===== src/hw/rtl/utf8_decode_display_width_defines.svh =====
// Assertion macros shared by the UTF-8 decoder RTL.
`ifndef UTF8_DECODE_DISPLAY_WIDTH_DEFINES_SVH
`define UTF8_DECODE_DISPLAY_WIDTH_DEFINES_SVH

// Check a property on every clock edge outside reset.
`define U8DW_ASSERT(label, prop) \
   label: assert property (@(posedge clock) disable iff (reset) (prop)) \
      else $error("u8dw check failed");

// Check that a condition implies a consequence in the same cycle.
`define U8DW_ASSERT_IMPLY(label, cond, cons) \
   label: assert property (@(posedge clock) disable iff (reset) (cond) |-> (cons)) \
      else $error("u8dw implication failed");

`endif


===== src/hw/rtl/u8dw_pkg.sv =====
// Shared types, constants and width function for the UTF-8 decoder.
package u8dw_pkg;

   localparam longint unsigned MAX_TEXT_BYTES_DEF = 64'd65536;

   localparam int CP_W   = 21;
   localparam int OFF_W  = 16;
   localparam int LEN_W  = 3;
   localparam int DW_W   = 2;
   localparam int RES_MAX = 4;
   localparam int CNT_W  = 3;

   localparam logic [CP_W-1:0] REPL_CP = 21'h00FFFD;

   localparam logic [DW_W-1:0] DW_ZERO = 2'd0;
   localparam logic [DW_W-1:0] DW_ONE  = 2'd1;
   localparam logic [DW_W-1:0] DW_TWO  = 2'd2;

   typedef struct packed {
      logic [CP_W-1:0]  code_point;
      logic [OFF_W-1:0] start_offset;
      logic [LEN_W-1:0] byte_length;
      logic [DW_W-1:0]  display_width;
      logic             is_replacement;
   } result_type;

   typedef struct packed {
      result_type [RES_MAX-1:0] entry;
      logic [CNT_W-1:0]         count;
   } group_type;

   function automatic logic [DW_W-1:0] display_width(input logic [CP_W-1:0] v);
      logic zero;
      logic wide;
      zero = (v == 21'h0)
          || (v >= 21'h0300 && v <= 21'h036F)
          || (v >= 21'hFE00 && v <= 21'hFE0F);
      wide = (v >= 21'h1100 && v <= 21'h115F)
          || (v == 21'h2329) || (v == 21'h232A)
          || (v >= 21'h2E80 && v <= 21'hA4CF && v != 21'h303F)
          || (v >= 21'hAC00 && v <= 21'hD7A3)
          || (v >= 21'hF900 && v <= 21'hFAFF)
          || (v >= 21'hFE10 && v <= 21'hFE19)
          || (v >= 21'hFE30 && v <= 21'hFE6F)
          || (v >= 21'hFF00 && v <= 21'hFF60)
          || (v >= 21'hFFE0 && v <= 21'hFFE6)
          || (v >= 21'h1F300 && v <= 21'h1FAFF)
          || (v >= 21'h20000 && v <= 21'h3FFFD);
      if (zero) begin
         return DW_ZERO;
      end else if (wide) begin
         return DW_TWO;
      end
      return DW_ONE;
   endfunction

   function automatic result_type make_repl(input logic [OFF_W-1:0] offset);
      result_type r;
      r.code_point     = REPL_CP;
      r.start_offset   = offset;
      r.byte_length    = 3'd1;
      r.display_width  = DW_ONE;
      r.is_replacement = 1'b1;
      return r;
   endfunction

endpackage


===== src/hw/rtl/u8dw_decoder.sv =====
// Sequence state registers and single-pass decode of one byte into a result group.
`include "utf8_decode_display_width_defines.svh"

module u8dw_decoder #(
   parameter longint unsigned MAX_TEXT_BYTES = u8dw_pkg::MAX_TEXT_BYTES_DEF
) (
   input  logic                clock,
   input  logic                reset,
   input  logic                fire,
   input  logic [7:0]          data_byte,
   input  logic                end_of_text,
   output u8dw_pkg::group_type group
);
   import u8dw_pkg::*;

   localparam logic [OFF_W:0] POS_LIMIT =
      (MAX_TEXT_BYTES >= 64'd65536) ? 17'h10000 : 17'(MAX_TEXT_BYTES);

   typedef enum logic [2:0] {
      LEAD_ASCII,
      LEAD_TWO,
      LEAD_THREE,
      LEAD_FOUR,
      LEAD_BAD
   } lead_type;

   function automatic logic [OFF_W-1:0] advance(input logic [OFF_W-1:0] p);
      logic [OFF_W:0] n;
      n = {1'b0, p} + 17'd1;
      if (n >= POS_LIMIT) begin
         n = '0;
      end
      return n[OFF_W-1:0];
   endfunction

   logic [CP_W-1:0]  partial_value_ff,  partial_value_in;
   logic [1:0]       bytes_expected_ff, bytes_expected_in;
   logic [1:0]       bytes_received_ff, bytes_received_in;
   logic [OFF_W-1:0] sequence_start_ff, sequence_start_in;
   logic [OFF_W-1:0] byte_position_ff,  byte_position_in;

   lead_type         lead;
   logic [CP_W-1:0]  lead_value;
   logic [1:0]       lead_need;
   logic [CP_W-1:0]  joined;
   logic [1:0]       recv_inc;
   logic [OFF_W-1:0] held1;
   logic [OFF_W-1:0] held2;
   logic             do_flush;
   logic [1:0]       flush_count;
   logic             do_tail;
   result_type       tail;
   logic             take_lead;
   logic [CNT_W-1:0] k;

   always_comb begin
      unique case (1'b1)
         (data_byte[7] == 1'b0):        lead = LEAD_ASCII;
         (data_byte[7:5] == 3'b110):    lead = LEAD_TWO;
         (data_byte[7:4] == 4'b1110):   lead = LEAD_THREE;
         (data_byte[7:3] == 5'b11110):  lead = LEAD_FOUR;
         default:                       lead = LEAD_BAD;
      endcase
   end

   always_comb begin
      unique case (lead)
         LEAD_TWO: begin
            lead_need  = 2'd1;
            lead_value = {16'd0, data_byte[4:0]};
         end
         LEAD_THREE: begin
            lead_need  = 2'd2;
            lead_value = {17'd0, data_byte[3:0]};
         end
         LEAD_FOUR: begin
            lead_need  = 2'd3;
            lead_value = {18'd0, data_byte[2:0]};
         end
         default: begin
            lead_need  = 2'd0;
            lead_value = '0;
         end
      endcase
   end

   always_comb begin
      partial_value_in  = partial_value_ff;
      bytes_expected_in = bytes_expected_ff;
      bytes_received_in = bytes_received_ff;
      sequence_start_in = sequence_start_ff;
      byte_position_in  = end_of_text ? '0 : advance(byte_position_ff);

      joined      = {partial_value_ff[CP_W-7:0], data_byte[5:0]};
      recv_inc    = bytes_received_ff + 2'd1;
      held1       = advance(sequence_start_ff);
      held2       = advance(held1);
      do_flush    = 1'b0;
      flush_count = bytes_received_ff;
      do_tail     = 1'b0;
      tail        = make_repl(byte_position_ff);
      take_lead   = 1'b0;

      if (bytes_expected_ff != 2'd0) begin
         if (data_byte[7:6] == 2'b10) begin
            if (recv_inc >= bytes_expected_ff) begin
               do_tail                = 1'b1;
               tail.code_point        = joined;
               tail.start_offset      = sequence_start_ff;
               tail.byte_length       = {1'b0, bytes_expected_ff} + 3'd1;
               tail.display_width     = display_width(joined);
               tail.is_replacement    = 1'b0;
               partial_value_in       = '0;
               bytes_expected_in      = '0;
               bytes_received_in      = '0;
            end else if (end_of_text) begin
               do_flush          = 1'b1;
               flush_count       = recv_inc;
               partial_value_in  = '0;
               bytes_expected_in = '0;
               bytes_received_in = '0;
            end else begin
               partial_value_in  = joined;
               bytes_received_in = recv_inc;
            end
         end else begin
            do_flush          = 1'b1;
            partial_value_in  = '0;
            bytes_expected_in = '0;
            bytes_received_in = '0;
            take_lead         = 1'b1;
         end
      end else begin
         take_lead = 1'b1;
      end

      if (take_lead) begin
         if (lead == LEAD_ASCII) begin
            do_tail             = 1'b1;
            tail.code_point     = {13'd0, data_byte};
            tail.display_width  = display_width({13'd0, data_byte});
            tail.is_replacement = 1'b0;
         end else if (lead == LEAD_BAD || end_of_text) begin
            do_tail = 1'b1;
         end else begin
            partial_value_in  = lead_value;
            bytes_expected_in = lead_need;
            bytes_received_in = '0;
            sequence_start_in = byte_position_ff;
         end
      end

      group = '0;
      k     = '0;
      if (do_flush) begin
         group.entry[0] = make_repl(sequence_start_ff);
         if (flush_count != 2'd0) begin
            group.entry[1] = make_repl(held1);
         end
         if (flush_count == 2'd2) begin
            group.entry[2] = make_repl(held2);
         end
         k = 3'd1 + {1'b0, flush_count};
      end
      if (do_tail) begin
         group.entry[k[1:0]] = tail;
         k = k + 3'd1;
      end
      group.count = k;
   end

   always_ff @(posedge clock) begin
      if (reset) begin
         partial_value_ff  <= '0;
         bytes_expected_ff <= '0;
         bytes_received_ff <= '0;
         sequence_start_ff <= '0;
         byte_position_ff  <= '0;
      end else if (fire) begin
         partial_value_ff  <= partial_value_in;
         bytes_expected_ff <= bytes_expected_in;
         bytes_received_ff <= bytes_received_in;
         sequence_start_ff <= sequence_start_in;
         byte_position_ff  <= byte_position_in;
      end
   end

   `U8DW_ASSERT(a_recv_below_need, bytes_expected_ff == 2'd0 || bytes_received_ff < bytes_expected_ff)
   `U8DW_ASSERT_IMPLY(a_idle_clear, bytes_expected_ff == 2'd0, bytes_received_ff == 2'd0 && partial_value_ff == '0)
   `U8DW_ASSERT(a_pos_in_range, 17'(byte_position_ff) < POS_LIMIT && 17'(sequence_start_ff) < POS_LIMIT)

endmodule


===== src/hw/rtl/u8dw_result_buf.sv =====
// Result group register that hands out one word per cycle while rsp_ready is high, oldest first.
`include "utf8_decode_display_width_defines.svh"

module u8dw_result_buf (
   input  logic                clock,
   input  logic                reset,
   input  logic                load,
   input  u8dw_pkg::group_type group_in,
   output logic                free,
   output logic                rsp_valid,
   input  logic                rsp_ready,
   output logic [20:0]         rsp_code_point,
   output logic [15:0]         rsp_start_offset,
   output logic [2:0]          rsp_byte_length,
   output logic [1:0]          rsp_display_width,
   output logic                rsp_is_replacement,
   output logic                rsp_last_result
);
   import u8dw_pkg::*;

   result_type [RES_MAX-1:0] entry_ff;
   logic [CNT_W-1:0]         count_ff;
   logic                     take;

   assign rsp_valid = (count_ff != '0);
   assign take      = rsp_valid && rsp_ready;
   assign free      = (count_ff == '0) || (count_ff == 3'd1 && rsp_ready);

   assign rsp_code_point     = entry_ff[0].code_point;
   assign rsp_start_offset   = entry_ff[0].start_offset;
   assign rsp_byte_length    = entry_ff[0].byte_length;
   assign rsp_display_width  = entry_ff[0].display_width;
   assign rsp_is_replacement = entry_ff[0].is_replacement;
   assign rsp_last_result    = (count_ff == 3'd1);

   always_ff @(posedge clock) begin
      if (reset) begin
         count_ff <= '0;
      end else if (load) begin
         count_ff <= group_in.count;
      end else if (take) begin
         count_ff <= count_ff - 3'd1;
      end
   end

   // advance remaining words toward the head
   always_ff @(posedge clock) begin
      if (load) begin
         entry_ff <= group_in.entry;
      end else if (take) begin
         for (int i = 0; i < RES_MAX - 1; i++) begin
            entry_ff[i] <= entry_ff[i+1];
         end
      end
   end

   `U8DW_ASSERT(a_count_bound, count_ff <= 3'(RES_MAX))
   `U8DW_ASSERT_IMPLY(a_load_when_free, load, free && group_in.count != '0)
   `U8DW_ASSERT_IMPLY(a_hold_stalled, rsp_valid && !rsp_ready, ##1 count_ff == $past(count_ff))

endmodule


===== src/hw/rtl/utf8_decode_display_width.sv =====
// Top level of the UTF-8 decoder with terminal display width.
//
//   channel  direction  handshake              word
//   req_     in         req_valid / req_ready  data_byte, end_of_text
//   rsp_     out        rsp_valid / rsp_ready  code_point .. last_result
//
// One byte enters per cycle while req_ready is high; the decode runs in one
// pass between the input register and the result group register, so the
// first word of a byte is valid in the cycle after the edge that loads the
// group. A byte that yields several words occupies the result group until
// each word is taken; input holds while a multi-word group drains or the
// receiver holds off. Synchronous reset clears the sequence state, the byte
// position and both valid stages; no clearing pass is needed.
module utf8_decode_display_width #(
   parameter longint unsigned MAX_TEXT_BYTES = u8dw_pkg::MAX_TEXT_BYTES_DEF
) (
   input  logic        clock,
   input  logic        reset,
   input  logic        req_valid,
   output logic        req_ready,
   input  logic [7:0]  req_data_byte,
   input  logic        req_end_of_text,
   output logic        rsp_valid,
   input  logic        rsp_ready,
   output logic [20:0] rsp_code_point,
   output logic [15:0] rsp_start_offset,
   output logic [2:0]  rsp_byte_length,
   output logic [1:0]  rsp_display_width,
   output logic        rsp_is_replacement,
   output logic        rsp_last_result
);
   import u8dw_pkg::*;

   logic       in_valid_ff;
   logic [7:0] in_byte_ff;
   logic       in_eot_ff;
   logic       fire;
   logic       buf_free;
   group_type  group;

   assign fire      = in_valid_ff && (group.count == '0 || buf_free);
   assign req_ready = !in_valid_ff || fire;

   always_ff @(posedge clock) begin
      if (reset) begin
         in_valid_ff <= 1'b0;
      end else if (req_ready) begin
         in_valid_ff <= req_valid;
      end
   end

   always_ff @(posedge clock) begin
      if (req_valid && req_ready) begin
         in_byte_ff <= req_data_byte;
         in_eot_ff  <= req_end_of_text;
      end
   end

   u8dw_decoder #(
      .MAX_TEXT_BYTES(MAX_TEXT_BYTES)
   ) u_decoder (
      .clock       (clock),
      .reset       (reset),
      .fire        (fire),
      .data_byte   (in_byte_ff),
      .end_of_text (in_eot_ff),
      .group       (group)
   );

   u8dw_result_buf u_result_buf (
      .clock              (clock),
      .reset              (reset),
      .load               (fire && group.count != '0),
      .group_in           (group),
      .free               (buf_free),
      .rsp_valid          (rsp_valid),
      .rsp_ready          (rsp_ready),
      .rsp_code_point     (rsp_code_point),
      .rsp_start_offset   (rsp_start_offset),
      .rsp_byte_length    (rsp_byte_length),
      .rsp_display_width  (rsp_display_width),
      .rsp_is_replacement (rsp_is_replacement),
      .rsp_last_result    (rsp_last_result)
   );

endmodule


===== config.mk =====
export PLATFORM = sky130hd
export DESIGN_NAME = utf8_decode_display_width
export DESIGN_NICKNAME = d
export VERILOG_FILES = /design/src/hw/rtl/u8dw_pkg.sv /design/src/hw/rtl/u8dw_decoder.sv /design/src/hw/rtl/u8dw_result_buf.sv /design/src/hw/rtl/utf8_decode_display_width.sv
export VERILOG_INCLUDE_DIRS = /design/src /design/src/hw/rtl
export SDC_FILE = /design/constraint.sdc
export NUM_CORES = 1
export LEC_CHECK = 0
export BUFFER_PORTS_ARGS = -buffer_cell sky130_fd_sc_hd__buf_2
export CORE_MARGIN = 1
export CORE_UTILIZATION = 28
export DETAILED_ROUTE_END_ITERATION = 8
export HOLD_SLACK_MARGIN = 0.06
export PLACE_DENSITY_LB_ADDON = 0.25
export SLEW_MARGIN = 20
export SYNTH_ARGS = -nofsm -noshare
export SYNTH_HDL_FRONTEND = slang
export SYNTH_SLANG_ARGS = --single-unit

===== constraint.sdc =====
create_clock -name clock -period 6.5 [get_ports clock]
set_clock_uncertainty 0.05 [all_clocks]
set_input_delay 0.65 -clock clock [delete_from_list [all_inputs] [get_ports clock]]
set_output_delay 0.65 -clock clock [all_outputs]
set_load 0.1 [all_outputs]

Yosys cells after proc, flatten, opt, wreduce, memory -nomap -nowiden --
Cells that the tools add are included.
Storage, ports and cells: bits in registers 242, bits of input ports 13
Cells by class: $add $sub $neg 8, magnitude comparators 30, equal/unequal tests 13, multiplexer cells 77, bitwise gates (word level) 3, reduce and logical (&&, ||, !) cells 48
Operators with widths (count):
- $mux W129 | 4
- $mux W21 | 9
- $bwmux W172 | 1
- $mux W43 | 4
- $le A21 B16 Y1 const B | 8
- $ge A21 B16 Y1 const B | 7
- $demux W43 S2 | 1
- $mux W38 | 2
- $mux W16 | 4
- $add A16 B1 Y17 const B | 3
- $ge A17 B17 Y1 const B | 3
- $mux W2 | 23
- $eq A21 B14 Y1 const B | 2
- $ge A21 B10 Y1 const B | 1
- $ge A21 B13 Y1 const B | 1
- $ge A21 B14 Y1 const B | 1
- $ge A21 B17 Y1 const B | 1
- $ge A21 B18 Y1 const B | 1
- $le A21 B10 Y1 const B | 1
- $le A21 B13 Y1 const B | 1
- $le A21 B17 Y1 const B | 1
- $le A21 B18 Y1 const B | 1
- $logic_not A21 Y1 | 1
- $ne A21 B14 Y1 const B | 1
- other kinds (28) | 97

Longest topological paths before layout --
depth in word-level cells 27, depth in mapped cells 19

By module --
From an unflattened synthesis, not the netlist that was laid out.
Unflattened totals: cell total of the unflattened synthesis 1192, area total of the unflattened synthesis 12957.4 um^2
By module, submodules not included:
- u8dw_result_buf | times used 1, cells an instance 385, area an instance 7294.5 um^2, sequential area each 5225.0 um^2
- u8dw_decoder | times used 1, cells an instance 788, area an instance 5312.6 um^2, sequential area each 1021.0 um^2
- utf8_decode_display_width | times used 1, cells an instance 19, area an instance 350.3 um^2, sequential area each 290.3 um^2

Worst setup path after synthesis --
No wires, ideal clock.
path type register to register, from register u_decoder.bytes_received_ff[0], to register u_result_buf.entry_ff[100] in the netlist's numbering, enable pin, library setup time 0.512 ns, arrival time 5.997 ns, required time 5.938 ns, path slack -0.059 ns, stages on the path, launching flop included 15, buffers on the path 2, clock period less this slack 6.559 ns, path through dfxtp_1 -> ha_1 -> nand2b_1 -> a2111o_1 -> buf_4 -> nor3_1 -> xnor2_1 -> ha_1 -> nand2_1 -> inv_1 -> ha_1 -> xnor2_1 -> o211ai_1 -> buf_2 -> nand2b_1
On the way: longest elaborated chain between the ends 14, elaborated cells between the ends (all ways) 25, classes of those cells 3 x add/sub; 1 x order compare; 15 x mux; 6 x reduce/logical
RTL lines:
- start, declared | RTL line u8dw_decoder.sv:38 | logic [1:0] bytes_received_ff, bytes_received_in;
- start signal, assigned | RTL line u8dw_decoder.sv:182 | bytes_received_ff <= bytes_received_in;
- $add A2 B1 Y2 | RTL line u8dw_decoder.sv:95 | recv_inc = bytes_received_ff + 2'd1;
- $ge A2 B2 Y1 / $mux W2 (equally long branches) | RTL line u8dw_decoder.sv:106, u8dw_decoder.sv:116
- $mux W2 / $mux W1 (equally long branches) | RTL line u8dw_decoder.sv:106 | if (recv_inc >= bytes_expected_ff) begin
- $mux W2 / $mux W1 (equally long branches) | RTL line u8dw_decoder.sv:105 | if (data_byte[7:6] == 2'b10) begin
- $mux W2 / $mux W1 (equally long branches) | RTL line u8dw_decoder.sv:104 | if (bytes_expected_ff != 2'd0) begin
- $add A1 B2 Y3 / $mux W1 (equally long branches) | RTL line u8dw_decoder.sv:163, u8dw_decoder.sv:143
- $mux W3 / $mux W1 (equally long branches) | RTL line u8dw_decoder.sv:155, u8dw_decoder.sv:138
- $add A3 B1 Y3 / $mux W1 (equally long branches) | RTL line u8dw_decoder.sv:167, u8dw_decoder.sv:137
- $mux W3 * | RTL line u8dw_decoder.sv:165 | if (do_tail) begin
- $logic_not A3 Y1 | RTL line utf8_decode_display_width.sv:41 | assign fire = in_valid_ff && (group.count == '0 || buf_free);
- $logic_or A1 B1 Y1 | RTL line utf8_decode_display_width.sv:41
- $logic_and A1 B1 Y1 | RTL line utf8_decode_display_width.sv:41
- $logic_and A1 B1 Y1 * | RTL line utf8_decode_display_width.sv:73 | .load (fire && group.count != '0),
- $reduce_bool A2 Y1 (no line) *
- end signal, assigned | RTL line u8dw_result_buf.sv:49 | entry_ff <= group_in.entry;
- end signal, assigned by index | RTL line u8dw_result_buf.sv:52 | entry_ff[i] <= entry_ff[i+1];
- end, declared | RTL line u8dw_result_buf.sv:21 | result_type [RES_MAX-1:0] entry_ff;
Mark *: on every way between the ends. The rest lies on a longest branch, timed or not. A chain may end at the register's enable or synchronous reset.

Final worst setup path --
from register u_decoder.bytes_received_ff[0], to output req_ready
On the way: longest elaborated chain between the ends 13, elaborated cells between the ends (all ways) 23, classes of those cells 3 x add/sub; 1 x order compare; 15 x mux; 4 x reduce/logical
RTL lines:
- $add A2 B1 Y2 | RTL line u8dw_decoder.sv:95
- $ge A2 B2 Y1 / $mux W2 (equally long branches) | RTL line u8dw_decoder.sv:106, u8dw_decoder.sv:116
- $mux W2 / $mux W1 (equally long branches) | RTL line u8dw_decoder.sv:106
- $mux W2 / $mux W1 (equally long branches) | RTL line u8dw_decoder.sv:105
- $mux W2 / $mux W1 (equally long branches) | RTL line u8dw_decoder.sv:104
- $add A1 B2 Y3 / $mux W1 (equally long branches) | RTL line u8dw_decoder.sv:163, u8dw_decoder.sv:143
- $mux W3 / $mux W1 (equally long branches) | RTL line u8dw_decoder.sv:155, u8dw_decoder.sv:138
- $add A3 B1 Y3 / $mux W1 (equally long branches) | RTL line u8dw_decoder.sv:167, u8dw_decoder.sv:137
- $mux W3 * | RTL line u8dw_decoder.sv:165
- $logic_not A3 Y1 * | RTL line utf8_decode_display_width.sv:41
- $logic_or A1 B1 Y1 * | RTL line utf8_decode_display_width.sv:41
- $logic_and A1 B1 Y1 * | RTL line utf8_decode_display_width.sv:41
- $logic_or A1 B1 Y1 * | RTL line utf8_decode_display_width.sv:42 | assign req_ready = !in_valid_ff || fire;
- end, declared | RTL line utf8_decode_display_width.sv:20 | output logic req_ready,
Marks and branches as above.

==> key figures <==
Status
  – Status: completed

Setup path
  – FF-to-FF Start: u_decoder.bytes_received_ff[0]
  – CP peak stage delay: 0.56 ns
  – Critical path capture point type: output port
  – Worst-path maximum fanout: 11
  – RR Endpoint: u_result_buf.rsp_start_offset[10]
  – Most common cell on crit path: ha_1
  – Startpoint class of the critical path: flop
  – Crit path buffers/inverters: 2
  – Reg2Reg Depth: 13
  – Critical path arrival: 4.64 ns
  – Cell class contributing the biggest share of worst-path delay: compound AO/OA/AOI/OAI gates
  – Crit-path slowest cell: a2111o_1
  – Worst EP required: 5.80 ns
  – CP Class: reg -> out
  – Crit path cell chain: ha_1 > nand2b_1 > a2111o_1 > nor3_1 > xnor2_1 > ha_1 > nand2_1 > inv_1 > ha_1 > xnor2_1 > o211a_1 > nand2_1 > buf_2
  – R2R setup slack: 1.33 ns

Placed design
  – Pre-CTS setup slack: 1.30 ns
  – DP Wirelength: 21800 microns
  – GPL Wtd Cong: 0.862
  – # port buffers: 58

Route
  – DRT antenna net count: 0
  – Total number of vias: 9547
  – Drt wl/cell: 17.3 microns
  – Drt total wl: 32900 microns
  – Pre-Repair DR Iteration Count: 5
  – DRC viols: 0
  – First-iteration detailed-routing DRC count: 773
  – Vias/cell: 5.03

Worst hold path
  – Worst min path class: in -> reg
  – Min-Delay Endpoint: in_eot_ff
  – WHS Path Cells: 1
  – Hold_sp: req_end_of_text

STA
  – Fmax achieved: 0.187 GHz
  – Minimum clock period: 5.34 ns
  – Final Cycle Share: 0.821
  – Unrepaired setup endpoints after global routing: false
  – Setup TNS: 0 ns
  – Normalized max-slew margin: 0.259
  – Final Max Slew Viols: 0
  – Setup-failing EPs final: 0
  – Hold Fails Final Rpt: 0
  – PnR worst setup slack: 1.16 ns
  – Measured slew at the worst slew-check pin: 1.11 ns

Clock tree
  – CTS sink count: 236
  – Max Root-Sink Buffers: 3
  – Post-CTS setup buffers: 0
  – Hold Buf Count CTS: 0
  – Post_cts resized: 0
  – Clock transition at the registers of the reported paths: 0.06 ns
  – H-Tree Depth: 1
  – CTS tree: yes
  – Cts bufs inserted: 27
  – Root Buffer: clkbuf_16
  – Later-pin clock latency in the skew report: 0.54 ns

Final layout
  – Antenna fix cells: 0
  – Share of cells above drive strength 1: 0.107
  – Fill count: 4702
  – Most frequent cells in the layout: 181 x edfxtp_1, 173 x nand2_1, 142 x nor2_1
  – Commonest non-fill, non-tap cell in the layout: edfxtp_1
  – Synth-to-Final Area Change: 9.87%
  – Reg area: 6540 sq um
  – Final net count: 1311
  – Area of the multi-input gates: 5440 sq um

Floorplanning
  – Die H: 216 microns
  – Die Footprint: 46700 sq um
  – CORE AREA: 45300 sq um
  – Die Width: 216 microns
  – # IOs: 59
  – Starting Density: 0.283
  – Row cnt: 78

Logic synthesis
  – Unique masters post-synth: 83
  – Syn Inst Count: 1331
  – Post-synth EDFFs: 181
  – Most used DFF post-synth: edfxtp_1
  – Net Count, Synth: 1362
  – Mapped cell area: 12800 sq um
  – Asr flop ratio synth: 0
  – #FFs+latches synth: 236
  – Sequential element share of the synthesized area: 0.509
  – Yosys warns: 0
  – Syn Area/Cell: 9.64 sq um

Pwr
  – Maximum vdd drop: 0.379 mV
  – LEAKAGE: 0.00499 uW
  – Pwr dens: 452 nW/um^2

Global routing
  – Vias in the first global route: 8904
  – Total GRT Usage: 0.139
  – First-pass GRT wire length: 52600 microns
  – Pin count of the biggest net entering global routing: 213
  – Initial antenna violation count: 2
  – Grt ovf: 0

Run
  – Max cap viols: 0
## metrics by stage
| stage | utilization | instance area [sq um] | std cells | power [uW] | hold slack [ns] |
|---|---|---|---|---|---|
| CTS | 0.311 | 14100 | 1899 | 6450 | 0.215 |
| floorplan | - | 12800 | 1331 | 4680 | 0.418 |
| finish | 0.311 | 14100 | 1899 | 6370 | 0.238 |
| detailed placement | 0.292 | 13200 | 1851 | 4950 | 0.451 |
| global placement | 0.292 | 13200 | 1851 | 4930 | 0.450 |
| global route | 0.311 | 14100 | 1899 | 6700 | 0.222 |
## layer usage
layer,track usage,up-vias,share of wire,routed length (microns)
met5,0,-,0.00070,23
met4,0.0329,4,0.014,446
met3,0.0182,31,0.053,1730
met2,0.200,259,0.41,13500
met1,0.217,4554,0.52,17300
li1,-,4699,-,-
## Yosys cell counts, drive strengths merged, types with 7 or more instances
library cell / instances / area, sq um
a211oi: 7 / 52.6
a21oi: 80 / 400
a22o: 15 / 131
a31oi: 25 / 163
and2: 10 / 62.6
and3: 24 / 150
buf: 85 / 544
clkbuf: 68 / 258
dfxtp: 55 / 1100
edfxtp: 181 / 5440
ha: 18 / 225
inv: 21 / 78.8
mux2i: 32 / 320
nand2: 176 / 668
nand2b: 11 / 76.3
nand3: 21 / 110
nand3b: 7 / 52.6
nand4: 12 / 81.3
nor2: 142 / 533
nor2b: 11 / 68.8
nor3: 20 / 110
nor4: 10 / 68.8
o211ai: 7 / 66.3
o21a: 19 / 143
o21ai: 113 / 566
o221ai: 7 / 61.3
o31ai: 31 / 233
or3: 8 / 55.1
xnor2: 25 / 219
xor2: 14 / 123
## worst max path at each step
| stage | start | endpoint | slack [ns] | cells past startpoint |
|---|---|---|---|---|
| floorplan | u_decoder.bytes_received_ff[0] | u_result_buf.entry_ff[100] | 1.37 | 13 |
| global placement | u_decoder.bytes_received_ff[0] | u_result_buf.rsp_start_offset[9] | 1.43 | 13 |
| detailed placement | u_decoder.bytes_received_ff[0] | u_result_buf.entry_ff[98] | 1.30 | 13 |
| CTS | u_decoder.bytes_received_ff[0] | req_ready | 1.15 | 13 |
| global route | u_decoder.bytes_received_ff[0] | req_ready | 0.87 | 13 |
| finish | u_decoder.bytes_received_ff[0] | req_ready | 1.16 | 13 |
## cell families (layout without fill, tap and decap cells)
family                   after synthesis  count (layout)  synth area share
multiplexers                          33              33            0.0258
XOR/XNOR                              39              39            0.0266
buffers and inverters                174             142            0.0686
AO/OA/AOI/OAI                        353             353             0.176
adder cells (fa/ha/maj)               18              18            0.0175
flip-flops                           236             236             0.509
AND/OR/NAND/NOR                      478             478             0.176
## worst reg2reg max path, stage by stage, from the launching register on
cell	delay, ns
dfxtp_1	0.46
ha_1	0.27
nand2b_1	0.17
a2111o_1	0.56
nor3_1	0.22
xnor2_1	0.20
ha_1	0.30
nand2_1	0.13
inv_1	0.08
ha_1	0.32
xnor2_1	0.41
o211ai_1	0.41
nand2b_4	0.78
buf_4	0.47
## sequential cells by signal (all words and copies together), names as in the netlist, 8 cells and up
register                       flops
u_result_buf.entry_ff            129
u_decoder.sequence_start_ff       16
u_result_buf.rsp_start_offset     16
in_byte_ff                         8
u_decoder.partial_value_ff        15
u_result_buf.rsp_code_point       21
u_decoder.byte_position_ff        16
## report_power, final
part	total, uW	switching, uW	internal (uW)
sequential	2540	164	2370
clock	1480	615	870
combinational	2350	1930	423
## final cells by class
| class | count | share of cell area |
|---|---|---|
| Timing Repair Buffer | 73 | 0.0312 |
| Tap cell | 600 | 0.0532 |
| Inverter | 21 | 0.00559 |
| Sequential cell | 236 | 0.464 |
| Clock buffer | 38 | 0.0548 |
| Multi-Input combinational cell | 921 | 0.385 |
| Clock inverter | 10 | 0.00612 |
(Power assumes the default switching activity.)
